File: src/hdl/fhnd_pkg.sv
// fhnd_pkg: shared types and constants for the force hit note detector
// no dependencies; used by force_hit_note_detector
`timescale 1ns / 1ps

package fhnd_pkg;

  // full-scale inverted reading
  localparam logic [10:0] FULL_SCALE = 11'd1024;

  // register defaults
  localparam logic [9:0]  FORCE_THR_RST   = 10'd500;
  localparam logic [10:0] OFF_THR_RST     = 11'd200;
  localparam logic [15:0] CAPTURE_WIN_RST = 16'd10;
  localparam logic [7:0]  MIN_TRIG_RST    = 8'd2;
  localparam logic [7:0]  MIN_OFF_RST     = 8'd2;
  localparam logic [15:0] OFF_DELAY_RST   = 16'd10;

  // divider: quotient bits, one per step
  localparam int unsigned DIV_STEPS = 11;
  localparam int unsigned DIV_CNT_W = $clog2(DIV_STEPS);

  localparam logic [7:0] CNT_MAX = 8'hFF;

  typedef enum logic [2:0] {
    REG_FORCE_THR   = 3'd0,
    REG_OFF_THR     = 3'd1,
    REG_CAPTURE_WIN = 3'd2,
    REG_MIN_TRIG    = 3'd3,
    REG_MIN_OFF     = 3'd4,
    REG_OFF_DELAY   = 3'd5
  } reg_idx_e;

  typedef enum logic [1:0] {
    EV_NONE     = 2'd0,
    EV_NOTE_ON  = 2'd1,
    EV_NOTE_OFF = 2'd2
  } event_e;

  typedef enum logic [1:0] {
    ST_IDLE,
    ST_DIV,
    ST_EVAL
  } state_e;

  function automatic logic [7:0] sat_inc(input logic [7:0] c);
    sat_inc = (c == CNT_MAX) ? c : c + 8'd1;
  endfunction

endpackage

File: src/hdl/force_hit_note_detector.sv
// force_hit_note_detector: top level, sequencer around a shared restoring divider
// depends on fhnd_pkg
`timescale 1ns / 1ps

// Drum-trigger style hit detector. Each input transaction carries one raw
// 10-bit force sample (inverted inside as 1024 - sample) and a millisecond
// time stamp, and produces exactly one output transaction: an event code
// (none, note on, note off), the note-on velocity, and the lamp state.
// A sample whose inverted reading is above the hit threshold is a hit; its
// velocity (r - T) * 1024 / (1024 - T) is found by a restoring divider, one
// quotient bit per cycle. A sample that is not a hit goes through accept and
// evaluate; a hit goes through accept, 11 divide steps and evaluate. One
// transaction is in work at a time; the input is ready
// again once the result is loaded in the output register, and the result
// waits there while the next sample is already being worked on. A stalled
// output holds the block in its evaluate step. Configuration writes
// (cfg_index_i 0..5, higher indexes ignored) are always taken and must be
// made only while the block is idle.
module force_hit_note_detector (
  input  logic        clk_i,
  input  logic        rst_ni,
  // sample channel
  input  logic        in_valid_i,
  output logic        in_ready_o,
  input  logic [9:0]  adc_sample_i,
  input  logic [31:0] now_ms_i,
  // result channel
  output logic        out_valid_o,
  input  logic        out_ready_i,
  output logic [1:0]  event_res_o,
  output logic [10:0] velocity_o,
  output logic        led_on_o,
  // configuration channel
  input  logic        cfg_valid_i,
  output logic        cfg_ready_o,
  input  logic [2:0]  cfg_index_i,
  input  logic [15:0] cfg_data_i
);

  // ---------------------------------------------------------------
  // configuration registers
  // ---------------------------------------------------------------
  logic [9:0]  force_thr_q;
  logic [10:0] off_thr_q;
  logic [15:0] capture_win_q;
  logic [7:0]  min_trig_q;
  logic [7:0]  min_off_q;
  logic [15:0] off_delay_q;

  assign cfg_ready_o = 1'b1;

  always_ff @(posedge clk_i or negedge rst_ni) begin
    if (!rst_ni) begin
      force_thr_q   <= fhnd_pkg::FORCE_THR_RST;
      off_thr_q     <= fhnd_pkg::OFF_THR_RST;
      capture_win_q <= fhnd_pkg::CAPTURE_WIN_RST;
      min_trig_q    <= fhnd_pkg::MIN_TRIG_RST;
      min_off_q     <= fhnd_pkg::MIN_OFF_RST;
      off_delay_q   <= fhnd_pkg::OFF_DELAY_RST;
    end else if (cfg_valid_i) begin
      unique case (cfg_index_i)
        fhnd_pkg::REG_FORCE_THR:   force_thr_q   <= cfg_data_i[9:0];
        fhnd_pkg::REG_OFF_THR:     off_thr_q     <= cfg_data_i[10:0];
        fhnd_pkg::REG_CAPTURE_WIN: capture_win_q <= cfg_data_i;
        fhnd_pkg::REG_MIN_TRIG:    min_trig_q    <= cfg_data_i[7:0];
        fhnd_pkg::REG_MIN_OFF:     min_off_q     <= cfg_data_i[7:0];
        fhnd_pkg::REG_OFF_DELAY:   off_delay_q   <= cfg_data_i;
        default: ;
      endcase
    end
  end

  // ---------------------------------------------------------------
  // sequencer
  // ---------------------------------------------------------------
  fhnd_pkg::state_e state_q, state_d;
  logic [fhnd_pkg::DIV_CNT_W-1:0] cnt_q, cnt_d;

  logic in_fire;
  logic div_step;
  logic eval_fire;
  logic out_free;
  logic hit_q;
  logic hit_in;   // arriving sample is a hit

  assign out_free = !out_valid_o || out_ready_i;
  assign in_fire  = in_valid_i && in_ready_o;

  // next state
  always_comb begin
    state_d = state_q;
    cnt_d   = cnt_q;
    unique case (state_q)
      fhnd_pkg::ST_IDLE: begin
        cnt_d = '0;
        if (in_valid_i) begin
          state_d = hit_in ? fhnd_pkg::ST_DIV : fhnd_pkg::ST_EVAL;
        end
      end
      fhnd_pkg::ST_DIV: begin
        cnt_d = cnt_q + 1'b1;
        if (cnt_q == fhnd_pkg::DIV_CNT_W'(fhnd_pkg::DIV_STEPS - 1)) begin
          state_d = fhnd_pkg::ST_EVAL;
        end
      end
      fhnd_pkg::ST_EVAL: begin
        if (out_free) begin
          state_d = fhnd_pkg::ST_IDLE;
        end
      end
      default: state_d = fhnd_pkg::ST_IDLE;
    endcase
  end

  // sequencer outputs
  always_comb begin
    in_ready_o = 1'b0;
    div_step   = 1'b0;
    eval_fire  = 1'b0;
    unique case (state_q)
      fhnd_pkg::ST_IDLE: in_ready_o = 1'b1;
      fhnd_pkg::ST_DIV:  div_step   = 1'b1;
      fhnd_pkg::ST_EVAL: eval_fire  = out_free;
      default: ;
    endcase
  end

  always_ff @(posedge clk_i or negedge rst_ni) begin
    if (!rst_ni) begin
      state_q <= fhnd_pkg::ST_IDLE;
      cnt_q   <= '0;
    end else begin
      state_q <= state_d;
      cnt_q   <= cnt_d;
    end
  end

  // ---------------------------------------------------------------
  // capture of the sample
  // ---------------------------------------------------------------
  logic [10:0] r_in;     // inverted reading of the arriving sample
  logic [10:0] r_q;
  logic [31:0] now_q;
  logic [10:0] delta_in; // r - T for a hit

  assign r_in     = fhnd_pkg::FULL_SCALE - {1'b0, adc_sample_i};
  assign delta_in = r_in - {1'b0, force_thr_q};
  assign hit_in   = r_in > {1'b0, force_thr_q};

  always_ff @(posedge clk_i) begin
    if (in_fire) begin
      r_q   <= r_in;
      now_q <= now_ms_i;
    end
  end

  always_ff @(posedge clk_i or negedge rst_ni) begin
    if (!rst_ni) begin
      hit_q <= 1'b0;
    end else if (in_fire) begin
      hit_q <= hit_in;
    end
  end

  // ---------------------------------------------------------------
  // shared restoring divider: (delta << 10) / (1024 - T)
  // quotient never exceeds 1024, so the top 10 numerator bits
  // (delta >> 1) preload the remainder and 11 steps remain
  // ---------------------------------------------------------------
  logic [10:0] rem_q;
  logic [10:0] nlo_q;
  logic [10:0] quo_q;
  logic [10:0] divisor;
  logic [11:0] trial;
  logic        q_bit;

  assign divisor = fhnd_pkg::FULL_SCALE - {1'b0, force_thr_q};
  assign trial   = {rem_q, nlo_q[10]};
  assign q_bit   = trial >= {1'b0, divisor};

  always_ff @(posedge clk_i) begin
    if (in_fire) begin
      rem_q <= {1'b0, delta_in[10:1]};
      nlo_q <= {delta_in[0], 10'b0};
      quo_q <= '0;
    end else if (div_step) begin
      rem_q <= q_bit ? 11'(trial - {1'b0, divisor}) : trial[10:0];
      nlo_q <= {nlo_q[9:0], 1'b0};
      quo_q <= {quo_q[9:0], q_bit};
    end
  end

  // ---------------------------------------------------------------
  // detector state and evaluate step
  // ---------------------------------------------------------------
  logic        note_active_q, note_active_d;
  logic        fh_valid_q, fh_valid_d;
  logic [31:0] fh_time_q, fh_time_d;
  logic [10:0] held_vel_q, held_vel_d;
  logic [7:0]  hit_cnt_q, hit_cnt_d;
  logic [7:0]  rel_cnt_q, rel_cnt_d;
  logic [31:0] start_time_q, start_time_d;
  logic        lamp_q, lamp_d;
  logic [1:0]  ev_d;
  logic [10:0] vel_d;
  logic [10:0] vel_clamped;
  logic [31:0] since_hit;
  logic [31:0] since_start;

  assign vel_clamped = (quo_q > fhnd_pkg::FULL_SCALE) ? fhnd_pkg::FULL_SCALE : quo_q;
  assign since_start = now_q - start_time_q;

  always_comb begin
    note_active_d = note_active_q;
    fh_valid_d    = fh_valid_q;
    fh_time_d     = fh_time_q;
    held_vel_d    = held_vel_q;
    hit_cnt_d     = hit_cnt_q;
    rel_cnt_d     = rel_cnt_q;
    start_time_d  = start_time_q;
    lamp_d        = lamp_q;
    ev_d          = fhnd_pkg::EV_NONE;
    vel_d         = '0;

    // hit sample bookkeeping
    if (hit_q) begin
      hit_cnt_d  = fhnd_pkg::sat_inc(hit_cnt_q);
      if (!fh_valid_q) begin
        fh_valid_d = 1'b1;
        fh_time_d  = now_q;
      end
      held_vel_d = vel_clamped;
      lamp_d     = 1'b1;
    end

    // window measured from the first hit, including one taken just now
    since_hit = now_q - fh_time_d;

    if (!note_active_q && held_vel_d != '0) begin
      // note-on decision once the capture window has run out
      if (since_hit > {16'b0, capture_win_q}) begin
        if (hit_cnt_d < min_trig_q) begin
          note_active_d = 1'b0;
          fh_valid_d    = 1'b0;
          held_vel_d    = '0;
          hit_cnt_d     = '0;
          rel_cnt_d     = '0;
          lamp_d        = 1'b0;
        end else begin
          note_active_d = 1'b1;
          start_time_d  = now_q;
          ev_d          = fhnd_pkg::EV_NOTE_ON;
          vel_d         = held_vel_d;
        end
      end
    end else if (note_active_q) begin
      // release counting while the note sounds
      if (r_q <= off_thr_q) begin
        rel_cnt_d = fhnd_pkg::sat_inc(rel_cnt_q);
        if (rel_cnt_d > min_off_q && since_start > {16'b0, off_delay_q}) begin
          note_active_d = 1'b0;
          fh_valid_d    = 1'b0;
          held_vel_d    = '0;
          hit_cnt_d     = '0;
          rel_cnt_d     = '0;
          lamp_d        = 1'b0;
          ev_d          = fhnd_pkg::EV_NOTE_OFF;
        end
      end
    end
  end

  always_ff @(posedge clk_i or negedge rst_ni) begin
    if (!rst_ni) begin
      note_active_q <= 1'b0;
      fh_valid_q    <= 1'b0;
      fh_time_q     <= '0;
      held_vel_q    <= '0;
      hit_cnt_q     <= '0;
      rel_cnt_q     <= '0;
      start_time_q  <= '0;
      lamp_q        <= 1'b0;
    end else if (eval_fire) begin
      note_active_q <= note_active_d;
      fh_valid_q    <= fh_valid_d;
      fh_time_q     <= fh_time_d;
      held_vel_q    <= held_vel_d;
      hit_cnt_q     <= hit_cnt_d;
      rel_cnt_q     <= rel_cnt_d;
      start_time_q  <= start_time_d;
      lamp_q        <= lamp_d;
    end
  end

  // ---------------------------------------------------------------
  // output register: holds one result transaction
  // ---------------------------------------------------------------
  logic        out_valid_q;
  logic [1:0]  event_q;
  logic [10:0] velocity_q;
  logic        led_q;

  always_ff @(posedge clk_i or negedge rst_ni) begin
    if (!rst_ni) begin
      out_valid_q <= 1'b0;
    end else if (eval_fire) begin
      out_valid_q <= 1'b1;
    end else if (out_ready_i) begin
      out_valid_q <= 1'b0;
    end
  end

  always_ff @(posedge clk_i) begin
    if (eval_fire) begin
      event_q    <= ev_d;
      velocity_q <= vel_d;
      led_q      <= lamp_d;
    end
  end

  assign out_valid_o = out_valid_q;
  assign event_res_o = event_q;
  assign velocity_o  = velocity_q;
  assign led_on_o    = led_q;

endmodule
File: config.mk
export PLATFORM = sky130hd
export DESIGN_NAME = force_hit_note_detector
export DESIGN_NICKNAME = d
export VERILOG_FILES = /design/src/hdl/fhnd_pkg.sv /design/src/hdl/force_hit_note_detector.sv
export SDC_FILE = /design/constraint.sdc
export NUM_CORES = 1
export LEC_CHECK = 0
export ABC_AREA = 1
export BUFFER_PORTS_ARGS = -buffer_cell sky130_fd_sc_hd__buf_2
export CAP_MARGIN = 30
export CORE_ASPECT_RATIO = 2
export CORE_UTILIZATION = 32
export DETAILED_ROUTE_END_ITERATION = 16
export PLACE_DENSITY_LB_ADDON = 0.3
export RECOVER_POWER = 100
export SYNTH_ARGS = -nofsm -noshare
export SYNTH_HDL_FRONTEND = slang
export SYNTH_SLANG_ARGS = --single-unit
File: constraint.sdc
create_clock -name clk_i -period 4.1 [get_ports clk_i]
set_clock_uncertainty 0.2 [all_clocks]
set_input_delay 0.41 -clock clk_i [delete_from_list [all_inputs] [get_ports clk_i]]
set_output_delay 0.41 -clock clk_i [all_outputs]
set_load 0.02 [all_outputs]
* Yosys cells after proc, flatten, opt, wreduce, memory -nomap -nowiden
Cells that the tools add are included.
W data, S select, Z words.
** Storage, ports and cells
- Bits in registers :: 251
- Logic and storage cells :: 152
** Cells by class
- $add $sub $neg :: 9
- Order comparisons :: 8
- Eq/ne operators :: 15
- Multiplexer cells :: 67
- Bitwise operators :: 1
- Reduce and logical (&&, ||, !) cells :: 25
** Operators by type and width (count)
- $mux W11 :: 11
- $mux W8 :: 15
- $gt A32 B16 Y1 :: 2
- $mux W32 :: 2
- $sub A32 B32 Y32 :: 2
- $mux W1 :: 27
- $sub A11 B10 Y11 const A :: 2
- $mux W10 :: 2
- $add A8 B1 Y8 const B :: 2
- $eq A8 B8 Y1 const B :: 2
- $mux W2 :: 8
- $reduce_and A2 Y1 :: 8
- $ge A12 B11 Y1 :: 1
- $gt A11 B10 Y1 :: 1
- $gt A11 B11 Y1 const B :: 1
- $le A11 B11 Y1 :: 1
- $reduce_bool A11 Y1 :: 1
- $sub A11 B10 Y11 :: 1
- $sub A11 B11 Y11 :: 1
- $reduce_bool A2 Y1 :: 5
- $gt A8 B8 Y1 :: 1
- $lt A8 B8 Y1 :: 1
- $pmux W4 S2 :: 1
- $eq A3 B2 Y1 const B :: 2
- other kinds (18) :: 25

* Depth between registers and ports, before layout
Gate-level depths: netlist of the first run.
- Word-level depth :: 8
- Mapped depth :: 33

* Worst setup path before layout of the first run
No wires, ideal clock.
- Kind :: register to register
- Start :: register hit_q
- End :: register velocity_q[7] (netlist: velocity_o[7]) (data pin)
- Library setup time :: 0.260 ns
- Arrival time :: 3.827 ns
- Data required time :: 3.640 ns
- Slack :: -0.188 ns
- Cell stages (with the launch flop) :: 28
- Path buffers :: 3
- Period minus slack after synthesis :: 4.288 ns
- Path through :: dfrtp_1 -> buf_2 -> nand2_1 -> clkbuf_1 -> o21ai_0 -> ha_1 -> fa_1 -> inv_1 -> nand2_1 -> a21oi_1 -> nand2_1 -> nand3_1 -> xor2_1 -> ha_1 -> nand2_1 -> nor2_1 -> nand2_1 -> nor2_1 -> nand4_1 -> nand2_1 -> nand3_1 -> nor2_1 -> nand3_1 -> nor2_2 -> nand2_1 -> nand2_1 -> buf_2 -> nor2_1
** On the way
- Cells in the longest elaborated chain, start to end :: 4
- Elaborated cells between the ends (all ways) :: 10
- Those cells by class :: add/sub (1); order compare (2); mux (4); reduce/logical (3)
** RTL lines
- start: declaration :: line force_hit_note_detector.sv:83 : logic hit_q;
- start signal: assignment :: line force_hit_note_detector.sv:161 : hit_q <= hit_in;
- $mux W32 :: line force_hit_note_detector.sv:226 : if (hit_q) begin
- via fh_time_d[0] :: line force_hit_note_detector.sv:198 : logic [31:0] fh_time_q, fh_time_d;
- $sub A32 B32 Y32 :: line force_hit_note_detector.sv:237 : since_hit = now_q - fh_time_d;
- $gt A32 B16 Y1 :: line force_hit_note_detector.sv:241 : if (since_hit > {16'b0, capture_win_q}) begin
- $reduce_and A2 Y1 (no line)
- end signal: assignment :: line force_hit_note_detector.sv:316 : velocity_q <= vel_d;
- end: declaration :: line force_hit_note_detector.sv:300 : logic [10:0] velocity_q;
The timed path passes the listed nets, and every way through them passes these cells.
A chain may end at the register's enable or synchronous reset.

* Worst setup path in the final report of the first run
- Start :: register fh_valid_q
- End :: register velocity_q[7] (netlist: velocity_o[7]) (data pin)
** On the way
- Cells in the longest elaborated chain, start to end :: 5
** RTL lines
- start: declaration :: line force_hit_note_detector.sv:197 : logic fh_valid_q, fh_valid_d;
- start signal: assignment :: line force_hit_note_detector.sv:285 : fh_valid_q <= fh_valid_d;
- $mux W32 :: line force_hit_note_detector.sv:228 : if (!fh_valid_q) begin
- $mux W32 :: line force_hit_note_detector.sv:226
- $sub A32 B32 Y32 :: line force_hit_note_detector.sv:237
- $gt A32 B16 Y1 :: line force_hit_note_detector.sv:241
- $reduce_and A2 Y1 (no line)
No other way between the ends.

==> run_results.csv, run 1 <==
group,metric,value,unit
status,status,"finished, violations left",
status,violations,"capacitance limit, slew limit, setup timing",
yosys,syn_nets,2754,
timing,rsz0062_at_grt,"true",
grt,gr-usage-all-layers,0.215,
pwr,powerDensity,862,nW/um^2
timing,relSlewSlack,-0.242,
yosys,synth_top_area_cell,"dfrtp_1",
setup_path,crit_family,"simple AND/OR/NAND/NOR gates",
timing,hold_violations,0,
cells_and_area,drive_above_1_share,0.218,
clock_network,cts.clk_slew.worst_paths,0.07,ns
grt,grt_pass1_vias,18100,
placed_design,gp_congestion,0.933,
route,routed_via_density,4.79,
worst_hold_path,min_path_cells,3,
route,drcViolationCount,0,
yosys,yosysSeqAreaShare,0.364,
pwr,finalPower,20.6,mW
setup_path,endpoint_kind,"flip-flop",
route,drtPass1Iterations,5,
floorplanning,num_rows,122,
floorplanning,initial_core_util,0.326,
route,num_vias,17500,
grt,grt_max_degree,80,
grt,grt_overflow,0,
setup_path,worstPathRequired,4.21,ns
yosys,ys_seq_elements,251,
cells_and_area,area_growth,31.9,%
yosys,syn_area_per_cell,7.14,sq um
pwr,ir_drop,0.399,mV
clock_network,clk_path_buf_depth,3,
yosys,synth_cell_types,54,
timing,max_clock_freq,231,MHz
floorplanning,pin_count,83,
setup_path,slowest_delay,0.37,ns
yosys,yosys_most_used_dff,"dfrtp_1",
timing,fin_crit,4.32,ns
yosys,synthTopCellsByArea,"dfrtp_1 (22%), nand2_1 (15%), edfxtp_1 (11%)",
job,cap_violations,2,
floorplanning,core-area,55600,sq um
pwr,p_leak,12.0,nW
yosys,yosys_warnings,0,
placed_design,placement.cell_area,20700,sq um
setup_path,start_kind,"flip-flop",
yosys,async_flop_share,0.681,
setup_path,slowest_stage,"dfrtp_1",
setup_path,timing.rr.start,"fh_valid_q",
setup_path,rrSetupSlack,-0.22,ns
setup_path,r2r-end,"velocity_o[7]",
cells_and_area,nets,3112,
setup_path,cp_max_fo,8,
timing,tns,-11.78,ns
worst_hold_path,min_to,"r_q[4]",
worst_hold_path,hp-start,"adc_sample_i[4]",
cells_and_area,fin_util,0.430,
route,routed_wl,61400,um
grt,antenna_found_initial,1,
clock_network,clk_root_buffer_cell,"clkbuf_16",
cells_and_area,fillers,5641,
route,drt_iter0_drc,961,
setup_path,critPathMostFrequentCell,"nand2_2",
timing,setup_slack,-0.221,ns
timing,maxSlewViolCount,96,
setup_path,rr_worst_depth,30,
floorplanning,dieHeight,338,um
setup_path,crit_buf_inv,7,
yosys,synth_area,18100,sq um
clock_network,clk_latency,0.57,ns
route,final_antenna_net_count,0,
placed_design,hpwl,47100,um
timing,fin_crit_sh,1.05,
setup_path,worst-setup-path-type,"flip-flop to flip-flop",
grt,grt_pass1_wl,94700,um
clock_network,clock-sinks,251,
timing,setup_viol,75,
clock_network,numCtsBuffers,26,
setup_path,cp.arrival,4.44,ns
yosys,synth_edf_count,68,
floorplanning,dieArea,57600,sq um
yosys,yosys.area.top_type_share,0.216,
cells_and_area,final_cell_mix,"nand2_1 (675), inv_1 (439), buf_4 (212), nor2_1 (194), o21ai_0 (168)",
timing,worstMarginPinSlew,1.86,ns
route,post_drt_wl_per_cell,16.8,um
worst_hold_path,hp-class,"primary input to flip-flop",
clock_network,cts_tree,"yes",
yosys,syn_inst,2535,
placed_design,port_buffers,81,
floorplanning,die_w,170,um
cells_and_area,final_area,23900,sq um
clock_network,htreeDepth,1,
cells_and_area,final_common_cell,"nand2_1",
==> tightest hold or removal path: cells and delay by family <==
kind	cells	cell delay [ns]
XOR/XNOR	1	0.07
buffers and inverters	2	0.20
==> metal layers <==
| layer | vias to the layer above | track usage | part of all wire |
|---|---|---|---|
| met3 | 207 | 0.0217 | 0.030 |
| met4 | 0 | 0.182 | 0.091 |
| li1 | 8747 | - | - |
| met2 | 441 | 0.415 | 0.55 |
| met5 | - | 0 | 0 |
| met1 | 8125 | 0.196 | 0.33 |
==> flip-flops by register name, indices dropped and copies added, names as in the netlist, 10 cells and up <==
| register | flops |
|---|---|
| capture_win_q | 16 |
| fh_time_q | 32 |
| force_thr_q | 10 |
| held_vel_q | 11 |
| now_q | 32 |
| off_delay_q | 16 |
| off_thr_q | 11 |
| quo_q | 11 |
| r_q | 11 |
| rem_q | 11 |
| start_time_q | 32 |
| velocity_o | 11 |
==> where the power goes <==
| part | internal [mW] | total [mW] | switching (mW) | leakage, nW |
|---|---|---|---|---|
| Combinational | 5.76 | 14.0 | 8.19 | 8.63 |
| Clock | 1.48 | 2.58 | 1.10 | 0.447 |
| Sequential | 3.47 | 4.04 | 0.568 | 2.89 |
| Total | 10.7 | 20.6 | 9.86 | 12.0 |
==> layout make-up <==
cell class,instances,area [sq um],share of cell area
multi-input cells,1778,10600,0.446
flip-flops and latches,251,6580,0.276
repair buffers,378,3080,0.129
inverters,458,1720,0.0720
well taps,744,931,0.0390
clock buffers,32,736,0.0308
clock inverters,16,178,0.00744
diodes,1,2.50,0.000105
==> logic make-up (layout without fill, tap and decap cells) <==
kind of cell	after synthesis	in the layout	synth area share
AOI/OAI and AO/OA	395	395	0.123
xor gates and xnor gates	58	58	0.0281
adders and majority gates	153	153	0.107
buffers and inverters	508	884	0.111
DFF	251	251	0.364
muxes	1	1	0.000553
other	1	2	0.000207
and+or+nand+nor	1168	1170	0.266
==> synthesized netlist by cell type (2+ instances only) <==
cell       instances
nand3_1          104
nor2_4             3
a211oi_1           2
ha_1             149
o21ai_2           33
o21ai_0          171
fa_1               4
nand4_1           23
a31oi_1            5
and2_1             4
o211ai_1           4
o21bai_1           9
inv_2              6
nor3b_1            2
nor2_1           223
nand2_2           22
nand2_1          732
xor2_1            48
o22ai_1            7
xnor2_1           10
o2111ai_1          2
clkbuf_1          34
nor3_1            19
dfrtp_1          156
edfxtp_1          68
dfstp_2           15
buf_6              5
a21oi_1          139
buf_2              6
o22ai_2            2
inv_1            451
buf_12             3
or2_2              3
dfxtp_1           12
a21o_1             3
nand3b_1           4
nor4_1             5
nor2_2            18
o21a_1             2
nand3_2            4
o21ai_1           10
==> through the flow <==
step | hold slack (ns) | std cells | setup WS [ns]
after floorplan | -0.0856 | 2535 | 0.00244
after global placement | 0.265 | 3495 | -0.408
after detailed placement | 0.269 | 3496 | -0.376
after CTS | 0.0332 | 3641 | -0.231
after global routing | 0.0699 | 3657 | -0.500
final | 0.0465 | 3658 | -0.221
==> worst max-delay path by stage <==
stage               start  depth (start not counted)               end
6_report       fh_valid_q                         30     velocity_o[7]
5_1_grt        fh_valid_q                         32  start_time_q[20]
4_1_cts        fh_valid_q                         32  start_time_q[29]
3_5_place_dp        hit_q                         26    velocity_o[10]
3_3_place_gp   fh_valid_q                         26          led_on_o
2_1_floorplan       hit_q                         28     velocity_o[7]
==> what timing repair did <==
action | 4_1_cts | 5_1_grt
pin swaps | 35 | 47
cloned | 12 | 0
setup endpoints to repair | 76 | 77
hold buffers | 42 | 0
resized for setup | 174 | 101
endpoints found under the hold margin | 110 | 0
buffers inserted | 44 | 19
(Power assumes the default switching activity.)
==> run 2, diff against run 1 <==
--- a/config.mk
+++ b/config.mk
@@ -10,8 +10,9 @@
 export CAP_MARGIN = 30
 export CORE_ASPECT_RATIO = 2
 export CORE_UTILIZATION = 32
+export CTS_CLUSTER_SIZE = 20
 export DETAILED_ROUTE_END_ITERATION = 16
-export PLACE_DENSITY_LB_ADDON = 0.3
+export PLACE_DENSITY_LB_ADDON = 0.25
 export RECOVER_POWER = 100
 export SYNTH_ARGS = -nofsm -noshare
 export SYNTH_HDL_FRONTEND = slang
==> run 2 against run 1 <==
  * The flow still finishes with violations (capacitance limit, slew limit, setup timing)
  * Clock power is essentially flat
  * Flip-flop and latch count is the same
  * Via count shrank 1.8%
  * Final cell count shrank 0.57%
  * First-iteration DRC count shrank 9.1%
  * Final area shrank 2.7%
  * Hold slack lost 0.0076 ns
  * Highest routed layer unchanged
==> run_results.csv, run 2 (same netlist as run 1, synthesis figures left out) <==
group,metric,value,unit
status,status,"finished, violations left",
status,violations,"capacitance limit, slew limit, setup timing",
floorplanning,pin_count,83,
pwr,intPower,10.4,mW
job,cap_violations,2,
setup_path,start_kind,"flip-flop",
cells_and_area,nets,3092,
pwr,swShare,0.478,
clock_network,cts_tree,"yes",
timing,setup_slack,-0.178,ns
cells_and_area,fillers,5849,
floorplanning,dieArea,57600,sq um
setup_path,cp.arrival,4.58,ns
timing,relSlewSlack,-0.119,
pwr,seqPwrFrac,0.202,
placed_design,gp_congestion,0.959,
placed_design,placement.cell_area,20700,sq um
route,num_vias,17200,
pwr,p_leak,11.8,nW
clock_network,clk_root_buffer_cell,"clkbuf_16",
clock_network,clk_path_buf_depth,3,
clock_network,clk_latency,0.58,ns
timing,rsz0062_at_grt,"true",
placed_design,post-place-ws,-0.499,ns
timing,setup_viol,75,
grt,gr-usage-all-layers,0.211,
floorplanning,dieHeight,338,um
clock_network,numCtsBuffers,27,
cells_and_area,top_regs,"fh_time_q (32), now_q (32), start_time_q (32)",
setup_path,crit_buf_inv,6,
worst_hold_path,min_path_cells,3,
timing,tns,-8.14,ns
worst_hold_path,min_to,"r_q[4]",
floorplanning,die_w,170,um
pwr,p_comb_frac,0.668,
setup_path,worstPathRequired,4.40,ns
setup_path,cp_max_fo,6,
setup_path,worst-setup-path-type,"flip-flop to flip-flop",
cells_and_area,area_growth,28.4,%
timing,fin_crit_sh,1.04,
pwr,clkPwrFrac,0.130,
cells_and_area,final_cells,3637,
setup_path,rr_worst_depth,30,
setup_path,timing.rr.start,"fh_valid_q",
setup_path,r2r-end,"start_time_q[2]",
cells_and_area,final_common_cell,"nand2_1",
route,drcViolationCount,0,
grt,antenna_found_initial,0,
route,routed_wl,61300,um
timing,fin_crit,4.28,ns
timing,max_clock_freq,234,MHz
cells_and_area,drive_above_1_share,0.190,
grt,grt_overflow,0,
grt,grt_pass1_vias,17700,
floorplanning,core-area,55600,sq um
placed_design,port_buffers,81,
timing,hold_violations,0,
setup_path,critPathMostFrequentCell,"nand2_1",
grt,grt_max_degree,94,
floorplanning,num_rows,122,
clock_network,htreeDepth,1,
clock_network,cts.clk_slew.worst_paths,0.06,ns
clock_network,clock-sinks,251,
grt,grt_pass1_wl,93000,um
setup_path,endpoint_kind,"flip-flop",
pwr,powerDensity,854,nW/um^2
worst_hold_path,hp-start,"adc_sample_i[4]",
cells_and_area,final_cell_mix,"nand2_1 (703), inv_1 (447), nor2_1 (205), buf_4 (196), o21ai_0 (168)",
timing,maxSlewViolCount,157,
setup_path,worstSetupPathDepth,30,
route,drtPass1Iterations,5,
timing,worstMarginPinSlew,1.68,ns
route,routed_via_density,4.73,
floorplanning,initial_core_util,0.326,
pwr,ir_drop,0.359,mV
route,final_antenna_net_count,0,
placed_design,placed_cells,3500,
worst_hold_path,hp-class,"primary input to flip-flop",
setup_path,slowest_stage,"dfrtp_1",
setup_path,slowest_delay,0.37,ns
cells_and_area,antenna_cells,0,
placed_design,hpwl,47100,um
route,drt_iter0_drc,874,
setup_path,crit_family,"simple AND/OR/NAND/NOR gates",
pwr,finalPower,19.8,mW
setup_path,rrSetupSlack,-0.18,ns
pwr,p_sw,9.48,mW
cells_and_area,final_area,23200,sq um
route,post_drt_wl_per_cell,16.9,um
[run 2: cell types whose count changed in the layout (fill, tap and decap cells not counted), moves of 8 or more]
cell,before,now
inv_2,18,10
nor2_1,194,205
inv_1,439,447
nand2_1,675,703
nand2_4,29,4
buf_4,212,196
[run 2: worst max path at each step]
stage               start               to  slack [ns]
2_1_floorplan       hit_q    velocity_o[7]       0.002
3_3_place_gp     now_q[0]         led_on_o       -0.54
3_5_place_dp     now_q[0]         led_on_o       -0.50
4_1_cts             hit_q  start_time_q[2]       -0.19
5_1_grt        fh_valid_q       fh_valid_q       -0.47
6_report       fh_valid_q  start_time_q[2]       -0.18
[run 2: power groups by stage]
stage	clock [mW]	combinational [mW]	sequential [mW]
3_5_place_dp	0	12.0	4.01
5_1_grt	2.73	14.8	4.09
4_1_cts	2.65	12.7	3.99
3_3_place_gp	0	11.8	3.99
6_report	2.58	13.3	4.01
2_1_floorplan	0	7.46	3.90
[run 2: per-layer routing]
metal | track usage | vias to the layer above | part of all wire
li1 | - | 8690 | -
met1 | 0.190 | 8010 | 0.34
met2 | 0.423 | 328 | 0.56
met3 | 0.0188 | 174 | 0.024
met4 | 0.152 | 0 | 0.081
met5 | 0 | - | 0
[run 2: what timing repair did]
| action | 4_1_cts | 5_1_grt |
|---|---|---|
| hold buffers | 42 | 0 |
| pin swaps | 23 | 26 |
| resized for setup | 86 | 78 |
| setup buffers | 23 | 13 |
| hold endpoints to repair | 102 | 0 |
| cloned | 4 | 9 |
| setup endpoints to repair | 76 | 77 |
[run 2: worst register-to-register path, delay by kind of cell (launching register included)]
kind | cells | cell delay [ns]
compound gates | 4 | 0.41
xor+xnor | 1 | 0.16
fa+ha+maj | 3 | 0.80
buf+inv | 6 | 0.82
flops | 1 | 0.37
simple gates | 16 | 1.43
[run 2: final cells by class]
class	count	area, sq um	area share
sequential	251	6580	0.283
clock buffer	37	796	0.0343
timing repair buffer	357	2860	0.123
inverter	458	1720	0.0740
clock inverter	12	113	0.00485
multi-input combinational	1778	10200	0.440
tap	744	931	0.0401
[run 2: through the flow]
| stage | util | hold slack (ns) |
|---|---|---|
| floorplan | - | -0.0856 |
| global placement | 0.372 | 0.242 |
| detailed placement | 0.372 | 0.245 |
| CTS | 0.408 | 0.0188 |
| global route | 0.418 | 0.0537 |
| finish | 0.418 | 0.0388 |
